File: src/b64d_pkg.sv
// ----------------------------------------------------------------------------
// Base64 decoder package
// Beat types, status codes and the symbol lookup shared by the decoder.
// ----------------------------------------------------------------------------
package b64d_pkg;

    localparam logic [1:0] ST_OK      = 2'd0;
    localparam logic [1:0] ST_LENGTH  = 2'd1;
    localparam logic [1:0] ST_BADCHAR = 2'd2;

    localparam logic [6:0] SYM_INVALID = 7'h40;
    localparam logic [6:0] SYM_PLUS    = 7'h3E;
    localparam logic [6:0] SYM_SLASH   = 7'h3F;
    localparam logic [6:0] SYM_DIGIT0  = 7'h34;

    localparam logic [7:0] CH_SPACE = 8'h20;
    localparam logic [7:0] CH_TAB   = 8'h09;
    localparam logic [7:0] CH_CR    = 8'h0D;
    localparam logic [7:0] CH_LF    = 8'h0A;
    localparam logic [7:0] CH_PAD   = 8'h3D;
    localparam logic [7:0] CH_PLUS  = 8'h2B;
    localparam logic [7:0] CH_SLASH = 8'h2F;

    typedef struct packed {
        logic [7:0] char_code;
        logic       last_char;
    } enc_beat_t;

    typedef struct packed {
        logic [7:0] data_byte;
        logic       byte_valid;
        logic       end_of_stream;
        logic [1:0] status;
    } dec_beat_t;

    // Result group caused by one character: up to three bytes plus end status.
    typedef struct packed {
        logic        emit;
        logic        has_bytes;
        logic [1:0]  last_idx;
        logic        eos;
        logic [1:0]  status;
        logic [23:0] bytes;
    } grp_t;

    function automatic logic [6:0] sym_value(input logic [7:0] c);
        logic [6:0] v;
        v = SYM_INVALID;
        if (c >= 8'h41 && c <= 8'h5A)
        begin
            v = 7'(c - 8'h41);
        end
        else if (c >= 8'h61 && c <= 8'h7A)
        begin
            v = 7'(c - 8'h47);
        end
        else if (c >= 8'h30 && c <= 8'h39)
        begin
            v = 7'(c - 8'h30) + SYM_DIGIT0;
        end
        else if (c == CH_PLUS)
        begin
            v = SYM_PLUS;
        end
        else if (c == CH_SLASH)
        begin
            v = SYM_SLASH;
        end
        return v;
    endfunction

endpackage

File: src/b64d_decode.sv
// ----------------------------------------------------------------------------
// Base64 decode step
// Quartet state and the per-character step that builds one result group.
// ----------------------------------------------------------------------------
module b64d_decode
(
    input  logic                clk,
    input  logic                rst_n,
    input  b64d_pkg::enc_beat_t beat,
    input  logic                accept,
    output b64d_pkg::grp_t      grp
);

    logic [23:0] acc_reg, acc_next;
    logic [1:0]  pos_reg, pos_next;
    logic [2:0]  pad_reg, pad_next;
    logic        bad_reg, bad_next;

    logic        space;
    logic        is_pad;
    logic [6:0]  sym;
    logic [1:0]  st;

    always_comb
    begin
        space  = (beat.char_code == b64d_pkg::CH_SPACE) || (beat.char_code == b64d_pkg::CH_TAB)
              || (beat.char_code == b64d_pkg::CH_CR) || (beat.char_code == b64d_pkg::CH_LF);
        is_pad = (beat.char_code == b64d_pkg::CH_PAD);
        sym    = b64d_pkg::sym_value(beat.char_code);
        st     = b64d_pkg::ST_OK;

        acc_next = acc_reg;
        pos_next = pos_reg;
        pad_next = pad_reg;
        bad_next = bad_reg;
        grp      = '0;

        if (!space)
        begin
            if (is_pad)
            begin
                if (pad_reg != 3'd7)
                begin
                    pad_next = pad_reg + 3'd1;
                end
            end
            else if (sym == b64d_pkg::SYM_INVALID)
            begin
                bad_next = 1'b1;
            end
            else
            begin
                acc_next = {acc_reg[17:0], sym[5:0]};
            end

            if (pos_reg == 2'd3)
            begin
                unique case (pad_next)
                    3'd0:    grp.bytes = acc_next;
                    3'd1:    grp.bytes = {acc_next[17:0], 6'b0};
                    3'd2:    grp.bytes = {acc_next[11:0], 12'b0};
                    3'd3:    grp.bytes = {acc_next[5:0], 18'b0};
                    default: grp.bytes = '0;
                endcase
                if (!bad_next)
                begin
                    grp.emit      = 1'b1;
                    grp.has_bytes = 1'b1;
                    grp.last_idx  = (pad_next == 3'd0) ? 2'd2 :
                                    (pad_next == 3'd1) ? 2'd1 : 2'd0;
                end
                acc_next = '0;
                pad_next = '0;
                pos_next = '0;
            end
            else
            begin
                pos_next = pos_reg + 2'd1;
            end
        end

        if (beat.last_char)
        begin
            // length error outranks a bad character
            if (pos_next != 2'd0)
            begin
                st = b64d_pkg::ST_LENGTH;
            end
            else if (bad_next)
            begin
                st = b64d_pkg::ST_BADCHAR;
            end
            grp.emit   = 1'b1;
            grp.eos    = 1'b1;
            grp.status = st;
            acc_next   = '0;
            pad_next   = '0;
            pos_next   = '0;
            bad_next   = 1'b0;
        end
    end

    always_ff @(posedge clk or negedge rst_n)
    begin
        if (!rst_n)
        begin
            acc_reg <= '0;
            pos_reg <= '0;
            pad_reg <= '0;
            bad_reg <= 1'b0;
        end
        else if (accept)
        begin
            acc_reg <= acc_next;
            pos_reg <= pos_next;
            pad_reg <= pad_next;
            bad_reg <= bad_next;
        end
    end

endmodule

File: src/base64_decoder_unit.sv
// Latency: first result of a character is shown the cycle after its beat is taken.
// Throughput: one character per cycle while dec_stall is low; the output port
// moves one byte per cycle, so a character that closes a quartet with 2 or 3
// bytes holds enc_stall while the result register drains.
// Reset: rst_n clears the quartet state, the sticky error and the result register.
// ----------------------------------------------------------------------------
// Base64 decoder unit
// Streaming RFC 4648 decoder: one character in, zero to three bytes out.
// ----------------------------------------------------------------------------
module base64_decoder_unit
(
    input  logic                clk,
    input  logic                rst_n,
    input  logic                enc_valid,
    output logic                enc_stall,
    input  b64d_pkg::enc_beat_t enc_data,
    output logic                dec_valid,
    input  logic                dec_stall,
    output b64d_pkg::dec_beat_t dec_data
);

    b64d_pkg::grp_t grp;
    b64d_pkg::grp_t grp_reg;
    logic           busy_reg, busy_next;
    logic [1:0]     idx_reg, idx_next;

    logic           take;
    logic           at_last;
    logic           room;
    logic           enc_take;
    logic [7:0]     sel_byte;

    b64d_decode u_decode
    (
        .clk    (clk),
        .rst_n  (rst_n),
        .beat   (enc_data),
        .accept (enc_take),
        .grp    (grp)
    );

    assign take     = busy_reg && !dec_stall;
    assign at_last  = (idx_reg == grp_reg.last_idx);
    assign room     = !busy_reg || (take && at_last);
    assign enc_stall = !room;
    assign enc_take = enc_valid && room;

    always_comb
    begin
        busy_next = busy_reg;
        idx_next  = idx_reg;
        if (enc_take)
        begin
            busy_next = grp.emit;
            idx_next  = '0;
        end
        else if (take)
        begin
            if (at_last)
            begin
                busy_next = 1'b0;
            end
            else
            begin
                idx_next = idx_reg + 2'd1;
            end
        end
    end

    always_ff @(posedge clk or negedge rst_n)
    begin
        if (!rst_n)
        begin
            busy_reg <= 1'b0;
            idx_reg  <= '0;
        end
        else
        begin
            busy_reg <= busy_next;
            idx_reg  <= idx_next;
        end
    end

    always_ff @(posedge clk or negedge rst_n)
    begin
        if (!rst_n)
        begin
            grp_reg <= '0;
        end
        else if (enc_take)
        begin
            grp_reg <= grp;
        end
    end

    always_comb
    begin
        unique case (idx_reg)
            2'd0:    sel_byte = grp_reg.bytes[23:16];
            2'd1:    sel_byte = grp_reg.bytes[15:8];
            default: sel_byte = grp_reg.bytes[7:0];
        endcase
    end

    assign dec_valid              = busy_reg;
    assign dec_data.data_byte     = grp_reg.has_bytes ? sel_byte : 8'd0;
    assign dec_data.byte_valid    = grp_reg.has_bytes;
    assign dec_data.end_of_stream = grp_reg.eos && at_last;
    assign dec_data.status        = (grp_reg.eos && at_last) ? grp_reg.status : b64d_pkg::ST_OK;

endmodule

File: config.mk
export PLATFORM = sky130hd
export DESIGN_NAME = base64_decoder_unit
export DESIGN_NICKNAME = d
export VERILOG_FILES = /design/src/b64d_pkg.sv /design/src/b64d_decode.sv /design/src/base64_decoder_unit.sv
export SDC_FILE = /design/constraint.sdc
export NUM_CORES = 1
export LEC_CHECK = 0
export BUFFER_PORTS_ARGS = -buffer_cell sky130_fd_sc_hd__buf_2
export CORE_UTILIZATION = 40
export DETAILED_ROUTE_END_ITERATION = 7
export MAX_ROUTING_LAYER = met4
export PLACE_DENSITY_LB_ADDON = 0.15
export SYNTH_ARGS = -nofsm -noshare
export SYNTH_HDL_FRONTEND = slang
export SYNTH_HIERARCHICAL = 1
export SYNTH_SLANG_ARGS = --single-unit
File: constraint.sdc
create_clock -name clk -period 3 [get_ports clk]
set_input_delay 0.6 -clock clk [delete_from_list [all_inputs] [get_ports clk]]
set_output_delay 0.6 -clock clk [all_outputs]
set_load 0.05 [all_outputs]
; ---- Word-level counts from Yosys, hierarchy flattened
; Index checks and enable logic that the tools add are counted.
[totals]
wordCells = 108
in_bits = 13
reg_bits = 63
output_inout_bits = 14
[classes]
order_cmp = 6
addsub = 7
n_reduce_logical = 22
muxes = 45
eq_ne = 17
[ops]
columns = operator, count
row1 = two-way mux 24 bit, 7
row2 = one-hot mux 24 bit (4 select lines), 1
row3 = two-way mux 7 bit, 5
row4 = "== test 8 x 6 -> 1 bit, second input constant", 4
row5 = "== test 8 x 4 -> 1 bit, second input constant", 3
row6 = two-way mux 3 bit, 7
row7 = two-way mux 2 bit, 10
row8 = ">= comparator 8 x 7 -> 1 bit, second input constant", 2
row9 = "less-or-equal comparator 8 x 7 -> 1 bit, second input constant", 2
row10 = one-hot mux 8 bit (2 select lines), 1
row11 = "subtractor 7 bit, second input constant", 2
row12 = two-way mux 4 bit, 3
row13 = two-way mux 1 bit, 10
row14 = ">= comparator 8 x 6 -> 1 bit, second input constant", 1
row15 = "less-or-equal comparator 8 x 6 -> 1 bit, second input constant", 1
row16 = two-way mux 8 bit, 1
row17 = "adder 7 x 6 -> 7 bit, second input constant", 1
row18 = "== test 7 bit, second input constant", 1
row19 = logical AND 1 bit, 7
row20 = "subtractor 7 x 6 -> 7 bit, second input constant", 1
row21 = "== test 3 x 2 -> 1 bit, second input constant", 2
row22 = AND reduction 2 bit, 3
row23 = nonzero test 2 bit, 3
row24 = "adder 2 x 1 -> 2 bit, second input constant", 2
row25 = 12 further kinds, 17

; ---- Logic depth before layout (Yosys ltp)
[logic_depth]
depth_word = 15
ltp_mapped = 13
ltp_nobuf = 10

; ---- Modules after synthesis
; The synthesis kept the hierarchy.
[by_module_without_submodules]
columns = mod, seq_area_each_um2, n_inst, cells_per_inst, area_each_um2
row1 = b64d_decode, 750.7, 1, 308, 2578.7
row2 = base64_decoder_unit, 825.8, 1, 122, 1650.3

; ---- Worst setup path after synthesis
; No wires, ideal clock.
[synth_path]
kind = in2reg
from = in enc_data[1] (netlist name)
to = reg grp_reg[23] (netlist name)
cell_stages = 12
required_ps = 2875
arrival_time_ps = 3149
slack_ps = -274
n_path_buf = 2
setup_time_ps = 125
path_cell_list = inv_1 ha_1 nor2b_1 o211a_1 or4_1 buf_6 and3_1 buf_6 mux2_4 a222oi_1 a21oi_1 mux2_4
[synth_lines]
columns = item, line_no
row1 = start: declaration, base64_decoder_unit.sv:16  ; input b64d_pkg::enc_beat_t enc_data,
row2 = end signal: assignment, base64_decoder_unit.sv:92  ; grp_reg <= grp;
row3 = end: declaration, base64_decoder_unit.sv:23  ; b64d_pkg::grp_t grp_reg;

==> flow_metrics.py <==
metrics = {
    "timing": {
        "rsz0062_at_grt": "true",
        "tns_ns": 0,
        "fin_crit_ns": 2.881,
        "final-max-slew-violation-count": 0,
        "tightest_slew_ns": 0.8204,
        "period_share": 0.9604,
        "fmax_mhz": 347.1,
        "fin_skew_ns": 0.005809,
        "maxSlewHeadroom": 0.4531,
        "hold_violations": 0,
        "fin_hold_ws_ns": 0.4127,
        "setup_viol": 0,
    },
    "global_route": {
        "grt_pass1_wl_mm": 19.75,
        "antenna_found_initial": 0,
        "track_usage": 0.2370,
        "grt_max_degree": 64,
        "grt_pass1_vias": 3823,
        "grt-ovfl-total": 0,
    },
    "logic_synthesis": {
        "yosys.area_share.simple": 0.1512,
        "synth_edf_count": 0,
        "synthAdderAreaFrac": 0.03846,
        "synthXorXnorAreaFrac": 0.008284,
        "syn_inst": 430,
        "synth_seq_cells": 63,
        "synth_top_family_by_area": "compound AO/OA/AOI/OAI gates",
        "synth_compound_area_frac": 0.2775,
        "yosysWarnings": 6,
        "synthMuxAreaShare": 0.1044,
        "synthArstFlopShare": 1.000,
        "ys_types": 66,
        "syn_area_um2": 4229,
        "synth_seq_area_share": 0.3728,
        "synthFlopType": "dfrtp_1",
        "syn-num-nets": 456,
        "avgSynthCellArea_um2": 9.835,
    },
    "worst_setup_path": {
        "setup.worst_path.start_class": "primary input",
        "path_class": "primary input to flop",
        "arrival_ns": 3.12,
        "cp.required_ns": 3.24,
        "r2r_cells": 9,
        "cp_max_fo": 15,
        "endpoint_kind": "flop",
    },
    "cells_and_area": {
        "largest_reg_flops": 29,
        "final_cells": 653,
        "antenna_cells": 0,
        "areaGrowthSynthToFinish_pct": 21.57,
        "drive_gt1_frac": 0.3211,
        "layout_common_cells": "buf_4 (70), dfrtp_1 (63), nand2_1 (42)",
        "multi_input_area_um2": 2506,
        "final_area_um2": 5141,
        "regArea_um2": 1577,
        "fin_nets": 539,
        "layout_commonest_cell": "buf_4",
        "n_fill_cell": 958,
    },
    "drt": {
        "viasPerCell": 5.888,
        "via_count": 3845,
        "drt_iter0_markers": 282,
        "wl_per_cell_um": 18.30,
        "first_pass_iters": 6,
        "final_antenna_net_count": 0,
        "wl_mm": 11.95,
        "drc": 0,
    },
    "placed_design": {
        "hpwl_mm": 8.509,
        "place_inst": 635,
        "gp_congestion": 0.8928,
        "port_buffers": 26,
        "placed_cell_area_um2": 4927,
    },
    "floorplan": {
        "die_height_um": 104.8,
        "die_w_um": 104.8,
        "io_pins": 27,
        "core-area_um2": 10280,
        "dieArea_um2": 10990,
        "num_rows": 37,
        "initial_core_util": 0.4115,
    },
    "cts": {
        "clockBufferDepth": 2,
        "cts_tree": "done",
        "clk_latency_ns": 0.35,
        "clk_pin_slew_worst_paths_ns": 0.07,
        "cts_max_level": 3,
        "cts-root-buf": "clkbuf_8",
        "numCtsBuffers": 9,
        "cts_num_sinks": 63,
    },
    "worst_hold_path": {
        "holdCritPathClass": "primary input to async pin",
    },
    "power_and_ir_drop": {
        "p_leak_nw": 2.331,
        "p_per_area_nw_per_um2": 429.9,
        "peakVddDrop_uv": 292.0,
        "power_mw": 2.210,
    },
    "status": {
        "status": "completed",
    },
    "run": {
        "maxCapViolCount": 0,
    },
}
[critical path: stages]
cell and delay (ns):
buf_2 0.14, inv_1 0.10, ha_1 0.18, inv_1 0.05, o211a_1 0.23, or4_1 0.45, and3_4 0.22, mux2_4 0.39
a222oi_1 0.34, a21oi_1 0.14, mux2_4 0.27
[routing by layer]
| layer | share of wire | GRT usage |
|---|---|---|
| met1 | 0.46 | 0.3032 |
| met2 | 0.46 | 0.3671 |
| met3 | 0.052 | 0.04679 |
| met4 | 0.027 | 0.09859 |
| met5 | 0 | - |
[kinds of logic after synthesis]
kind of cell | Yosys count
compound gates | 154
simple gates | 128
flops | 63
buf+inv | 38
mux | 30
fa+ha+maj | 13
xor+xnor | 4
[cells in the mapped netlist, types with 4 or more instances]
cell type	instances	area share
a22oi_1	15	0.027
buf_6	6	0.016
a221oi_1	4	0.0083
ha_1	13	0.038
a31oi_1	10	0.015
nand2b_1	6	0.0089
and3_1	4	0.0059
dfrtp_1	63	0.37
or2_2	4	0.0059
and2_1	4	0.0059
a21boi_0	8	0.014
buf_2	4	0.0047
clkbuf_1	12	0.011
o21ai_0	18	0.021
a22o_1	27	0.056
inv_1	13	0.012
a222oi_1	11	0.026
mux2_4	28	0.099
o31ai_1	4	0.0071
nor2_1	30	0.027
a21o_1	6	0.011
nand3_1	8	0.0095
nand2_1	42	0.037
a32oi_1	4	0.0083
a21oi_1	18	0.021
nor3_1	8	0.0095
nor2b_1	4	0.0059
[final cells by class]
| cell class | instances | share of cell area |
|---|---|---|
| flip-flops and latches | 63 | 0.3066 |
| clock inverters | 4 | 0.004381 |
| well taps | 136 | 0.03310 |
| multi-input cells | 329 | 0.4875 |
| inverters | 13 | 0.009491 |
| repair buffers | 97 | 0.1314 |
| clock buffers | 11 | 0.02750 |
[where the power goes]
part | internal, mW | switching, mW
sequential | 0.894 | 0.0498
clock | 0.313 | 0.338
combinational | 0.246 | 0.369
[per-stage QoR]
stage / setup slack [ns] / utilization
6_report: 0.1187 / 0.5002
5_1_grt: -0.01061 / 0.5002
4_1_cts: 0.09390 / 0.4954
3_5_place_dp: -0.2778 / 0.4794
3_3_place_gp: -0.2347 / 0.4794
2_1_floorplan: -0.1364 / -
[worst paths after layout]
kind / start / end / slack, ns
max: enc_data[4] / grp_reg[17] / 0.12
min reg2reg: u_decode/acc_reg[18] / u_decode/acc_reg[18] / 0.51
min in group clk: u_decode/acc_reg[18] / u_decode/acc_reg[18] / 0.51
max in group asynchronous: rst_n / u_decode/acc_reg[13] / 2.04
max reg2reg: u_decode/pad_reg[1] / grp_reg[18] / 0.17
min: rst_n / dec_valid / 0.41
[repair_timing]
item                                    4_1_cts  5_1_grt
endpoints found under the setup margin        0        9
setup buffers                                 0        3
resized for setup                             0        7
hold buffers                                  0        0
endpoints found under the hold margin         0        0
(Power assumes the default switching activity.)
